<file path="src/hdl/rvie_pkg.sv">
// ----------------------------------------------------------------------------
// rvie_pkg
// shared types and constants of the rv64im execute block
// ----------------------------------------------------------------------------
package rvie_pkg;

    localparam int XLEN          = 64;
    localparam int REG_ADDR_BITS = 5;

    // major opcodes
    localparam logic [6:0] OPC_LUI      = 7'h37;
    localparam logic [6:0] OPC_AUIPC    = 7'h17;
    localparam logic [6:0] OPC_JAL      = 7'h6f;
    localparam logic [6:0] OPC_JALR     = 7'h67;
    localparam logic [6:0] OPC_BRANCH   = 7'h63;
    localparam logic [6:0] OPC_LOAD     = 7'h03;
    localparam logic [6:0] OPC_STORE    = 7'h23;
    localparam logic [6:0] OPC_OP_IMM   = 7'h13;
    localparam logic [6:0] OPC_OP_IMM32 = 7'h1b;
    localparam logic [6:0] OPC_OP       = 7'h33;
    localparam logic [6:0] OPC_OP32     = 7'h3b;
    localparam logic [6:0] OPC_MISC_MEM = 7'h0f;
    localparam logic [6:0] OPC_SYSTEM   = 7'h73;

    localparam logic [6:0] F7_BASE   = 7'h00;
    localparam logic [6:0] F7_ALT    = 7'h20;
    localparam logic [6:0] F7_MULDIV = 7'h01;

    // mul/div funct3
    localparam logic [2:0] F3_MUL    = 3'd0;
    localparam logic [2:0] F3_MULH   = 3'd1;
    localparam logic [2:0] F3_MULHSU = 3'd2;
    localparam logic [2:0] F3_MULHU  = 3'd3;

    localparam logic [31:0] WORD_ECALL  = 32'h0000_0073;
    localparam logic [31:0] WORD_MRET   = 32'h3020_0073;
    localparam logic [31:0] WORD_EBREAK = 32'h0010_0073;

    localparam logic [11:0] CSR_MTVEC  = 12'h305;
    localparam logic [11:0] CSR_MEPC   = 12'h341;
    localparam logic [11:0] CSR_MCAUSE = 12'h342;

    localparam logic [REG_ADDR_BITS-1:0] REG_A0 = 5'd10;
    localparam logic [REG_ADDR_BITS-1:0] REG_A7 = 5'd17;
    localparam logic [XLEN-1:0] ECALL_GROUP_TOP = 64'd19;

    localparam logic [1:0] STATUS_NORMAL  = 2'd0;
    localparam logic [1:0] STATUS_ECALL   = 2'd1;
    localparam logic [1:0] STATUS_HALT    = 2'd2;
    localparam logic [1:0] STATUS_ILLEGAL = 2'd3;

    typedef struct packed {
        logic capture;
        logic csr_clear;
        logic md_start;
        logic trap_mepc;
        logic commit;
    } rvie_cmd_t;

    typedef struct packed {
        logic clear_last;
        logic use_md;
        logic is_ecall;
        logic md_done;
        logic out_free;
    } rvie_stat_t;

    typedef struct packed {
        logic       div;
        logic       word;
        logic [2:0] f3;
    } md_req_t;

endpackage

</file>
<file path="src/hdl/rvie_ctrl.sv">
// ----------------------------------------------------------------------------
// rvie_ctrl
// sequencing state machine of the execute block
// ----------------------------------------------------------------------------
module rvie_ctrl
    import rvie_pkg::*;
(
    input  logic       clk,
    input  logic       rst_n,
    input  logic       in_valid,
    output logic       in_stall,
    input  rvie_stat_t stat,
    output rvie_cmd_t  cmd
);

    localparam logic [2:0] ST_CLEAR = 3'd0;
    localparam logic [2:0] ST_IDLE  = 3'd1;
    localparam logic [2:0] ST_EXEC  = 3'd2;
    localparam logic [2:0] ST_MD    = 3'd3;
    localparam logic [2:0] ST_FIN   = 3'd4;

    logic [2:0] state_reg, state_next;

    always_comb
    begin
        state_next = state_reg;
        cmd        = '0;
        in_stall   = 1'b1;
        case (state_reg)
            ST_CLEAR:
            begin
                cmd.csr_clear = 1'b1;
                if (stat.clear_last)
                    state_next = ST_IDLE;
            end
            ST_IDLE:
            begin
                in_stall    = 1'b0;
                cmd.capture = in_valid;
                if (in_valid)
                    state_next = ST_EXEC;
            end
            ST_EXEC:
            begin
                if (stat.use_md)
                begin
                    cmd.md_start = 1'b1;
                    state_next   = ST_MD;
                end
                else
                begin
                    cmd.trap_mepc = stat.is_ecall;
                    state_next    = ST_FIN;
                end
            end
            ST_MD:
            begin
                if (stat.md_done)
                    state_next = ST_FIN;
            end
            ST_FIN:
            begin
                if (stat.out_free)
                begin
                    cmd.commit = 1'b1;
                    state_next = ST_IDLE;
                end
            end
            default:
            begin
                state_next = ST_IDLE;
            end
        endcase
    end

    always_ff @(posedge clk or negedge rst_n)
    begin
        if (!rst_n)
            state_reg <= ST_CLEAR;
        else
            state_reg <= state_next;
    end

endmodule

</file>
<file path="config.mk">
export PLATFORM = sky130hd
export DESIGN_NAME = rvie_ctrl
export DESIGN_NICKNAME = d
export VERILOG_FILES = /design/src/hdl/rvie_pkg.sv /design/src/hdl/rvie_ctrl.sv
export SDC_FILE = /design/constraint.sdc
export NUM_CORES = 1
export LEC_CHECK = 0
export ABC_AREA = 1
export BUFFER_PORTS_ARGS = -buffer_cell sky130_fd_sc_hd__buf_2
export CAP_MARGIN = 20
export CORE_AREA = 2 2 39 41
export CTS_BUF_LIST = sky130_fd_sc_hd__clkbuf_4
export CTS_CLUSTER_DIAMETER = 60
export DETAILED_ROUTE_END_ITERATION = 7
export DIE_AREA = 0 0 41 43
export HOLD_SLACK_MARGIN = 0.03
export PLACE_DENSITY = 0.5
export REMOVE_ABC_BUFFERS = 1
export SETUP_SLACK_MARGIN = 0.15
export SLEW_MARGIN = 25
export SYNTH_ARGS = -nofsm -noshare
export SYNTH_HDL_FRONTEND = slang
export SYNTH_SLANG_ARGS = --single-unit
</file>
<file path="constraint.sdc">
create_clock -name clk -period 1 [get_ports clk]
set_clock_uncertainty 0.15 [all_clocks]
set_input_delay 0.1 -clock clk [delete_from_list [all_inputs] [get_ports clk]]
set_output_delay 0.1 -clock clk [all_outputs]
set_load 0.01 [all_outputs]
</file>
==> results of run 1 <==
[stage by stage]
stage	power [mW]	instance area (sq um)	hold slack [ps]	util
after detailed placement	0.909	385	-252	0.278
after global routing	1.70	546	43.9	0.394
final	1.55	546	34.7	0.394
after CTS	1.52	534	26.2	0.386
after floorplan	0.622	248	-346	-
after global placement	0.910	385	-250	0.278
[path summary, 6_finish.rpt]
| kind | cells past startpoint | end | slack (ps) |
|---|---|---|---|
| min in group clk | 5 | state_reg[1]$_DFFE_PN0P_ | 70 |
| max in group asynchronous | 2 | state_reg[2]$_DFFE_PN0P_ | 550 |
| worst min register to register | 4 | state_reg[0]$_DFFE_PN0P_ | 580 |
| worst max-delay path | 5 | cmd[1] | -380 |
| worst max register to register | 7 | state_reg[0]$_DFFE_PN0P_ | -300 |
| worst min-delay path | 2 | state_reg[0]$_DFFE_PN0P_ | 30 |
[cell usage after synthesis]
cell type and instances:
dfrtp_1 3, inv_1 7, inv_2 2, nand2_1 12
nand2_2 3, nand3_1 4, nor2_1 5, nor2_2 2
nor3_1 1, nor4_1 1, o21ai_0 1, o21bai_1 1
[what timing repair did]
action                     in CTS  in global routing
gates resized for setup        17                  4
gates cloned                    0                  0
setup buffers                   6                  0
hold buffers                    1                  0
hold endpoints to repair        3                  0
pin swaps                       7                  2
setup endpoints to repair       9                  9
[routing by layer]
| metal | share of wire | vias up |
|---|---|---|
| li1 | - | 188 |
| met1 | 0.42 | 161 |
| met2 | 0.51 | 8 |
| met3 | 0.043 | 2 |
| met4 | 0.028 | 0 |
| met5 | 0 | - |
[report_power, final]
part,internal [mW],leakage (nW),switching (mW)
registers,0.184,0.0342,0.0776
clock network,0.177,0.0184,0.0663
logic,0.542,0.267,0.507
[layout make-up]
class	instances	share of cell area
Clock buffer	4	0.0550
Sequential cell	3	0.144
Timing Repair Buffer	27	0.344
Tap cell	16	0.0367
Inverter	9	0.0619
Multi-Input combinational cell	30	0.358
[logic make-up (layout without fill, tap and decap cells)]
group / count (synthesis) / after routing / synth area share
AOI/OAI and AO/OA: 2 / 2 / 0.0505
buffers and inverters: 9 / 40 / 0.136
DFF: 3 / 3 / 0.303
and+or+nand+nor: 28 / 28 / 0.510
==> flow_summary.toml, run 1 <==
[synthesis]
synthTopCellsByArea = "dfrtp_1 30%, nand2_1 18%, inv_1 11%"
avgSynthCellArea_sq_um = 5.90
synth_top_area_share = 0.303
synth-seq-cells = 3
yosys_warnings = 0
synthCells = 42
yosysTopAreaCell = "dfrtp_1"
yosysSeqAreaShare = 0.303
synth_area_sq_um = 248
ys_types = 12

[clock_tree]
clock_latency_ps = 230
clockBufferDepth = 2
clkSinkCount = 3
cts_max_level = 1
cts_tree = "done"
cts_buffers = 3
cts-root-buf = "clkbuf_4"
clk_pin_slew_ps = 40

[sta]
period_needed_ps = 1380
rsz0062_at_grt = "true"
layout_setup_ws_ps = -380
setup_viol = 9
fmax_ghz = 0.725
finalMaxSlewViolations = 0
fin_crit_sh = 1.38
slew_headroom = 0.886
hold_viol_final = 0
tightest_slew_ps = 170
setup_tns_ps = -2950

[worst_setup_path]
crit_start = "state_reg[1]$_DFFE_PN0P_"
critPathLaunchType = "flip-flop"
cp.arrival_ps = 1130
crit_type = "reg -> out"
cp_top_family = "flip-flops"
cp_cell_sequence = "inv_2 > nor2_4 > nand2_2 > nor2_2 > buf_2"
crit_buf_inv = 2
critical-path-slowest-cell = "dfrtp_2"
crit_fanout = 4
rr_startpoint = "state_reg[1]$_DFFE_PN0P_"
slowest_delay_ps = 400
crit_path_end_kind = "output pin"
crit_required_ps = 750

[place]
dp_cells = 78
dp_hpwl_microns = 514
place_congestion = 0.747
port_buffers = 13
post-place-ws_ps = -252

[floorplan]
die_h_microns = 43
core.rowCount = 14
core_area_sq_um = 1380
die_w_microns = 41
io_pins = 14
die-area_sq_um = 1760
initial_core_util = 0.179

[cells_and_area]
final_cells = 89
layout-area-overhead-vs-synth_pct = 120
final_common_cell = "buf_2"
register_area_sq_um = 78.8
n_antenna_cell = 0
drive_above_1_share = 0.685
largest_reg_flops = 3
num-fill-cells = 142
final_cell_mix = "13 x buf_2, 10 x nand2_1, 9 x buf_4"
multi_input_area_sq_um = 195
final_nets = 82

[route]
firstDrtPassIters = 2
drtAntennaViolNets = 0
via_count = 359
viasPerCell = 4.03
wl_per_cell_microns = 8.72
drtIter0Drc = 1
route.detailed.drc = 0
wl_microns = 776

[global_route]
grt_busiest_layer = "met2"
grt_max_degree = 6
grtUsageMet2 = 0.153
grt_pass1_wl_mm = 1.24
grt_pass1_vias = 310
grt_util_met1 = 0.123
grt_overflow = 0
use_met3 = 0.0471
antenna_found_initial = 0
grt_use_total = 0.112

[run_status]
violations = "negative setup slack"
outcome = "complete, but fails checks"

[hold_path]
hp-class = "in -> async"

[run]
cap_violations = 0

[power_and_ir_drop]
power_leakage_nw = 0.320
power_density_nw_per_um2 = 2850
peakVddDrop_mv = 0.862
Note: power is estimated with default switching activity, not from simulation.
==> run 2: changes to the inputs <==
--- a/config.mk
+++ b/config.mk
@@ -9,12 +9,11 @@
 export BUFFER_PORTS_ARGS = -buffer_cell sky130_fd_sc_hd__buf_2
 export CAP_MARGIN = 20
 export CORE_AREA = 2 2 39 41
-export CTS_BUF_LIST = sky130_fd_sc_hd__clkbuf_4
 export CTS_CLUSTER_DIAMETER = 60
 export DETAILED_ROUTE_END_ITERATION = 7
 export DIE_AREA = 0 0 41 43
 export HOLD_SLACK_MARGIN = 0.03
-export PLACE_DENSITY = 0.5
+export PLACE_DENSITY = 0.48
 export REMOVE_ABC_BUFFERS = 1
 export SETUP_SLACK_MARGIN = 0.15
 export SLEW_MARGIN = 25
==> constraint.sdc (replaced) <==
create_clock -name clk -period 1.7 [get_ports clk]
set_clock_uncertainty 0.15 [all_clocks]
set_input_delay 0.17 -clock clk [delete_from_list [all_inputs] [get_ports clk]]
set_output_delay 0.17 -clock clk [all_outputs]
set_load 0.01 [all_outputs]
==> run 2 against run 1 <==
- the flow now finishes without violations
- register-to-register slack gained 760 ps
- power fell by 61%
- cell count down 13%
- count of clock-buffer cells in the layout did not move
- via count is 13% lower
- cell area decreased by 30%
- setup slack improved by 580 ps
- worst hold slack gained 47 ps
- global-route usage shrank 3.4 points
- clock power fell by 48%
- core utilization is 12 points lower
- critical endpoint is now cmd[4]
- highest routed layer is now met3
==> flow_summary.toml, run 2 (synthesis results as in run 1) <==
[clock_tree]
cts_tree = "done"
clockBufferDepth = 2
cts-root-buf = "clkbuf_4"
clk_pin_slew_ps = 40
clock_latency_ps = 230
cts_buffers = 3
cts_max_level = 1
clkSinkCount = 3

[sta]
hold_viol_final = 0
fin_crit_sh = 0.881
setup_tns_ps = 0
setup_viol = 0
fmax_ghz = 0.668
tightest_slew_ps = 211
rsz0062_at_grt = "true"
finalMaxSlewViolations = 0
period_needed_ps = 1500
slew_headroom = 0.858

[cells_and_area]
post-route-cell-area_sq_um = 383
layout-area-overhead-vs-synth_pct = 54.5
n_antenna_cell = 0
final_cell_mix = "13 x buf_2, 12 x nand2_1, 7 x inv_1"
drive_above_1_share = 0.410
final_nets = 70
largest_reg_flops = 3
final_common_cell = "buf_2"

[worst_setup_path]
worst_r2r_endpoint = "state_reg[1]$_DFFE_PN0P_"
crit_path_end_kind = "output pin"
r2r_slack_ps = 460
crit_type = "reg -> out"
crit_required_ps = 1380
rr_startpoint = "state_reg[0]$_DFFE_PN0P_"
critPathLaunchType = "flip-flop"
rr_worst_depth = 6
cp.arrival_ps = 1180
crit_fanout = 6

[floorplan]
die_h_microns = 43
core.rowCount = 14
die-area_sq_um = 1760
io_pins = 14
initial_core_util = 0.179
core_area_sq_um = 1380
die_w_microns = 41

[power_and_ir_drop]
p_sw_frac = 0.463
clkPwrFrac = 0.208
seq_power_share = 0.237
switchingPower_mw = 0.284
peakVddDrop_mv = 0.629
p_int_mw = 0.329
power_density_nw_per_um2 = 1600
pwr-share-comb = 0.555
power_leakage_nw = 0.244

[route]
via_count = 314
route.detailed.drc = 0
drtIter0Drc = 6
wl_microns = 635
viasPerCell = 4.08
drtAntennaViolNets = 0
wl_per_cell_microns = 8.25
firstDrtPassIters = 4

[global_route]
grt_max_degree = 7
grt_pass1_wl_microns = 897
grt_pass1_vias = 269
grt_use_total = 0.0773
grt_overflow = 0
antenna_found_initial = 0

[place]
dp_hpwl_microns = 491
place_congestion = 0.789
place_area_sq_um = 333
port_buffers = 13

[hold_path]
hp-class = "in -> reg"
hold_depth = 4
whs_endpoint = "state_reg[1]$_DFFE_PN0P_"
hold_start = "stat[1]"

[run_status]
outcome = "completed"

[run]
cap_violations = 0
## run 2: cell types whose count changed in the layout (fill, tap and decap cells not counted), moves of 2 or more
| cell | delta |
|---|---|
| buf_4 | -8 |
| buf_6 | -4 |
| dfrtp_1 | +2 |
| dfrtp_2 | -2 |
| nand2_1 | +2 |
| nand3_1 | +2 |
| nand3_2 | -2 |
| nor2_1 | +4 |
| nor2_2 | -2 |
| nor2_4 | -2 |
## run 2: layout make-up
type / instances / area (sq um)
clock buffer: 4 / 26.3
fill: 156 / 1000
inverter: 9 / 33.8
multi-input combinational: 30 / 144
sequential: 3 / 76.3
tap: 16 / 20.0
timing repair buffer: 15 / 82.6
## run 2: worst max path at each step
stage / from / endpoint / slack (ps) / cells after the start
floorplan: state_reg[0]$_DFFE_PN0P_ / cmd[4] / 510 / 4
global placement: state_reg[2]$_DFFE_PN0P_ / cmd[1] / 420 / 4
detailed placement: state_reg[2]$_DFFE_PN0P_ / cmd[1] / 430 / 4
CTS: state_reg[2]$_DFFE_PN0P_ / cmd[1] / 170 / 4
global route: state_reg[0]$_DFFE_PN0P_ / cmd[4] / 130 / 5
finish: state_reg[0]$_DFFE_PN0P_ / cmd[4] / 200 / 5
## run 2: worst max-delay path, stage by stage, from the launching register on
cell and delay (ps):
dfrtp_1 410, inv_2 80, nor2_1 130, nand2_1 100, nor2_1 90, buf_2 130
## run 2: per-stage QoR
step | std cells | worst slack [ps] | hold WS (ps) | total power, mW | util
final | 77 | 202 | 81.7 | 0.613 | 0.277
after global routing | 77 | 131 | 94.7 | 0.671 | 0.277
after CTS | 76 | 168 | 82.5 | 0.595 | 0.267
after detailed placement | 71 | 427 | -180 | 0.458 | 0.241
after global placement | 71 | 417 | -181 | 0.459 | 0.241
after floorplan | 42 | 506 | -276 | 0.366 | -
## run 2: repair_timing
item / 4_1_cts / 5_1_grt
hold buffers: 1 / 0
gates resized for setup: 0 / 2
setup endpoints to repair: 0 / 3
hold endpoints to repair: 3 / 0
setup buffers: 0 / 1
## run 2: layer usage
layer  track usage  vias to the layer above  share of wire
met5             0                        -              0
li1              -                      166              -
met2         0.119                        4           0.52
met1        0.0740                      144           0.42
met3        0.0366                        0          0.054
met4        0.0600                        0              0
## run 2: power by group through the flow
| stage | logic, mW | clock network, mW | registers (mW) |
|---|---|---|---|
| after CTS | 0.319 | 0.134 | 0.141 |
| after floorplan | 0.232 | 0 | 0.134 |
| after global placement | 0.319 | 0 | 0.140 |
| after detailed placement | 0.316 | 0 | 0.142 |
| after global routing | 0.384 | 0.138 | 0.148 |
| final | 0.340 | 0.127 | 0.145 |
==> run 3: changes to the inputs <==
--- a/config.mk
+++ b/config.mk
@@ -12,6 +12,7 @@
 export CTS_CLUSTER_DIAMETER = 60
 export DETAILED_ROUTE_END_ITERATION = 7
 export DIE_AREA = 0 0 41 43
+export GPL_TIMING_DRIVEN = 0
 export HOLD_SLACK_MARGIN = 0.03
 export PLACE_DENSITY = 0.48
 export REMOVE_ABC_BUFFERS = 1
==> constraint.sdc (replaced) <==
create_clock -name clk -period 1.65 [get_ports clk]
set_clock_uncertainty 0.15 [all_clocks]
set_input_delay 0.165 -clock clk [delete_from_list [all_inputs] [get_ports clk]]
set_output_delay 0.165 -clock clk [all_outputs]
set_load 0.01 [all_outputs]
==> run 3 against run 2 <==
- cell area stayed put
- critical path depth is 1 lower
- cell count stayed put
- die area stayed put
- combinational power is 4% higher
- critical endpoint unchanged
==> flow_summary.toml, run 3 (synthesis results as in run 1) <==
[place]
place_area_sq_um = 333
port_buffers = 13
place_congestion = 0.714
dp_hpwl_microns = 458
dp_cells = 71

[worst_setup_path]
critical-path-slowest-cell = "dfrtp_2"
crit_path_end_kind = "output pin"
critPathLaunchType = "flip-flop"
slowest_delay_ps = 450
crit_required_ps = 1330
cp.arrival_ps = 1140
critical_path.most_common_cell = "nor2_1"
cp_cell_sequence = "nor2_1 > nand2_1 > nor2_1 > buf_2"
crit_type = "reg -> out"
crit_fanout = 6

[power_and_ir_drop]
pwr-share-comb = 0.565
switchingPower_mw = 0.288
power_leakage_nw = 0.244
peakVddDrop_mv = 0.412
clkPwrFrac = 0.204
seq_power_share = 0.231
p_sw_frac = 0.459
p_int_mw = 0.339
power_density_nw_per_um2 = 1640

[clock_tree]
cts_buffers = 3
clk_pin_slew_ps = 40
clkSinkCount = 3
cts-root-buf = "clkbuf_4"
clock_latency_ps = 230
cts_max_level = 1
cts_tree = "done"
clockBufferDepth = 2

[cells_and_area]
n_antenna_cell = 0
final_cell_mix = "13 x buf_2, 12 x nand2_1, 7 x inv_1"
post-route-cell-area_sq_um = 383
layout-area-overhead-vs-synth_pct = 54.5
final_cells = 77
final_nets = 70
largest_reg_flops = 3
num-fill-cells = 156
final_common_cell = "buf_2"
drive_above_1_share = 0.410

[floorplan]
core.rowCount = 14
die-area_sq_um = 1760
initial_core_util = 0.179
die_w_microns = 41
core_area_sq_um = 1380
die_h_microns = 43
io_pins = 14

[route]
wl_per_cell_microns = 7.73
viasPerCell = 3.91
route.detailed.drc = 0
drtAntennaViolNets = 0
wl_microns = 595
via_count = 301
firstDrtPassIters = 2
drtIter0Drc = 1

[sta]
setup_viol = 0
hold_viol_final = 0
finalMaxSlewViolations = 0
period_needed_ps = 1460
slew_headroom = 0.853
setup_tns_ps = 0
rsz0062_at_grt = "true"
tightest_slew_ps = 218
fmax_ghz = 0.686
fin_crit_sh = 0.883

[global_route]
grt_pass1_wl_microns = 924
grt_overflow = 0
grt_use_total = 0.0774
grt_max_degree = 7
antenna_found_initial = 0
grt_pass1_vias = 273

[run]
cap_violations = 0

[hold_path]
hp-class = "in -> reg"

[run_status]
outcome = "completed"
-- run 3: stage by stage --
stage	hold slack (ps)	total power, mW	worst slack [ps]	util
after global placement	-186	0.474	374	0.241
after global routing	75.4	0.696	110	0.277
after CTS	71.2	0.626	148	0.272
final	69.2	0.627	193	0.277
after detailed placement	-186	0.472	389	0.241
after floorplan	-281	0.377	461	-
-- run 3: layer usage --
layer	global-route usage	vias to the layer above	part of all wire
li1	-	166	-
met1	0.0839	131	0.41
met2	0.122	4	0.53
met3	0.0314	0	0.061
met4	0.0400	0	0
met5	0	-	0
-- run 3: power groups by stage --
stage	sequential, mW	clock [mW]	combinational, mW
after detailed placement	0.148	0	0.324
after global routing	0.150	0.140	0.406
after global placement	0.149	0	0.324
after floorplan	0.138	0	0.239
final	0.145	0.128	0.354
after CTS	0.141	0.131	0.354
-- run 3: timing repair --
action,in CTS,in global routing
hold buffers,1,0
buffers inserted,1,0
endpoints found under the hold margin,3,0
setup endpoints to repair,3,4
resized for setup,0,2
-- run 3: worst paths after layout --
| path | slack [ps] | depth (start not counted) | start | to |
|---|---|---|---|---|
| max in group asynchronous | 1120 | 2 | rst_n | state_reg[2]$_DFFE_PN0P_ |
| max | 190 | 4 | state_reg[2]$_DFFE_PN0P_ | cmd[4] |
| min in group asynchronous | 110 | 2 | rst_n | state_reg[2]$_DFFE_PN0P_ |
| min | 70 | 4 | stat[1] | state_reg[1]$_DFFE_PN0P_ |
| max reg2reg | 350 | 7 | state_reg[0]$_DFFE_PN0P_ | state_reg[0]$_DFFE_PN0P_ |
| min reg2reg | 490 | 3 | state_reg[1]$_DFFE_PN0P_ | state_reg[2]$_DFFE_PN0P_ |
-- run 3: worst max-delay path, delay by kind of cell, from the launching register on --
| kind | cells | cell delay [ps] |
|---|---|---|
| and+or+nand+nor | 3 | 330 |
| DFF | 1 | 450 |
| buffers and inverters | 1 | 130 |
-- run 3: layout make-up --
cell class / count / area [sq um] / share of cell area
multi-input cells: 30 / 144 / 0.376
repair buffers: 15 / 82.6 / 0.216
flip-flops and latches: 3 / 76.3 / 0.199
inverters: 9 / 33.8 / 0.0882
clock buffers: 4 / 26.3 / 0.0686
well taps: 16 / 20.0 / 0.0523
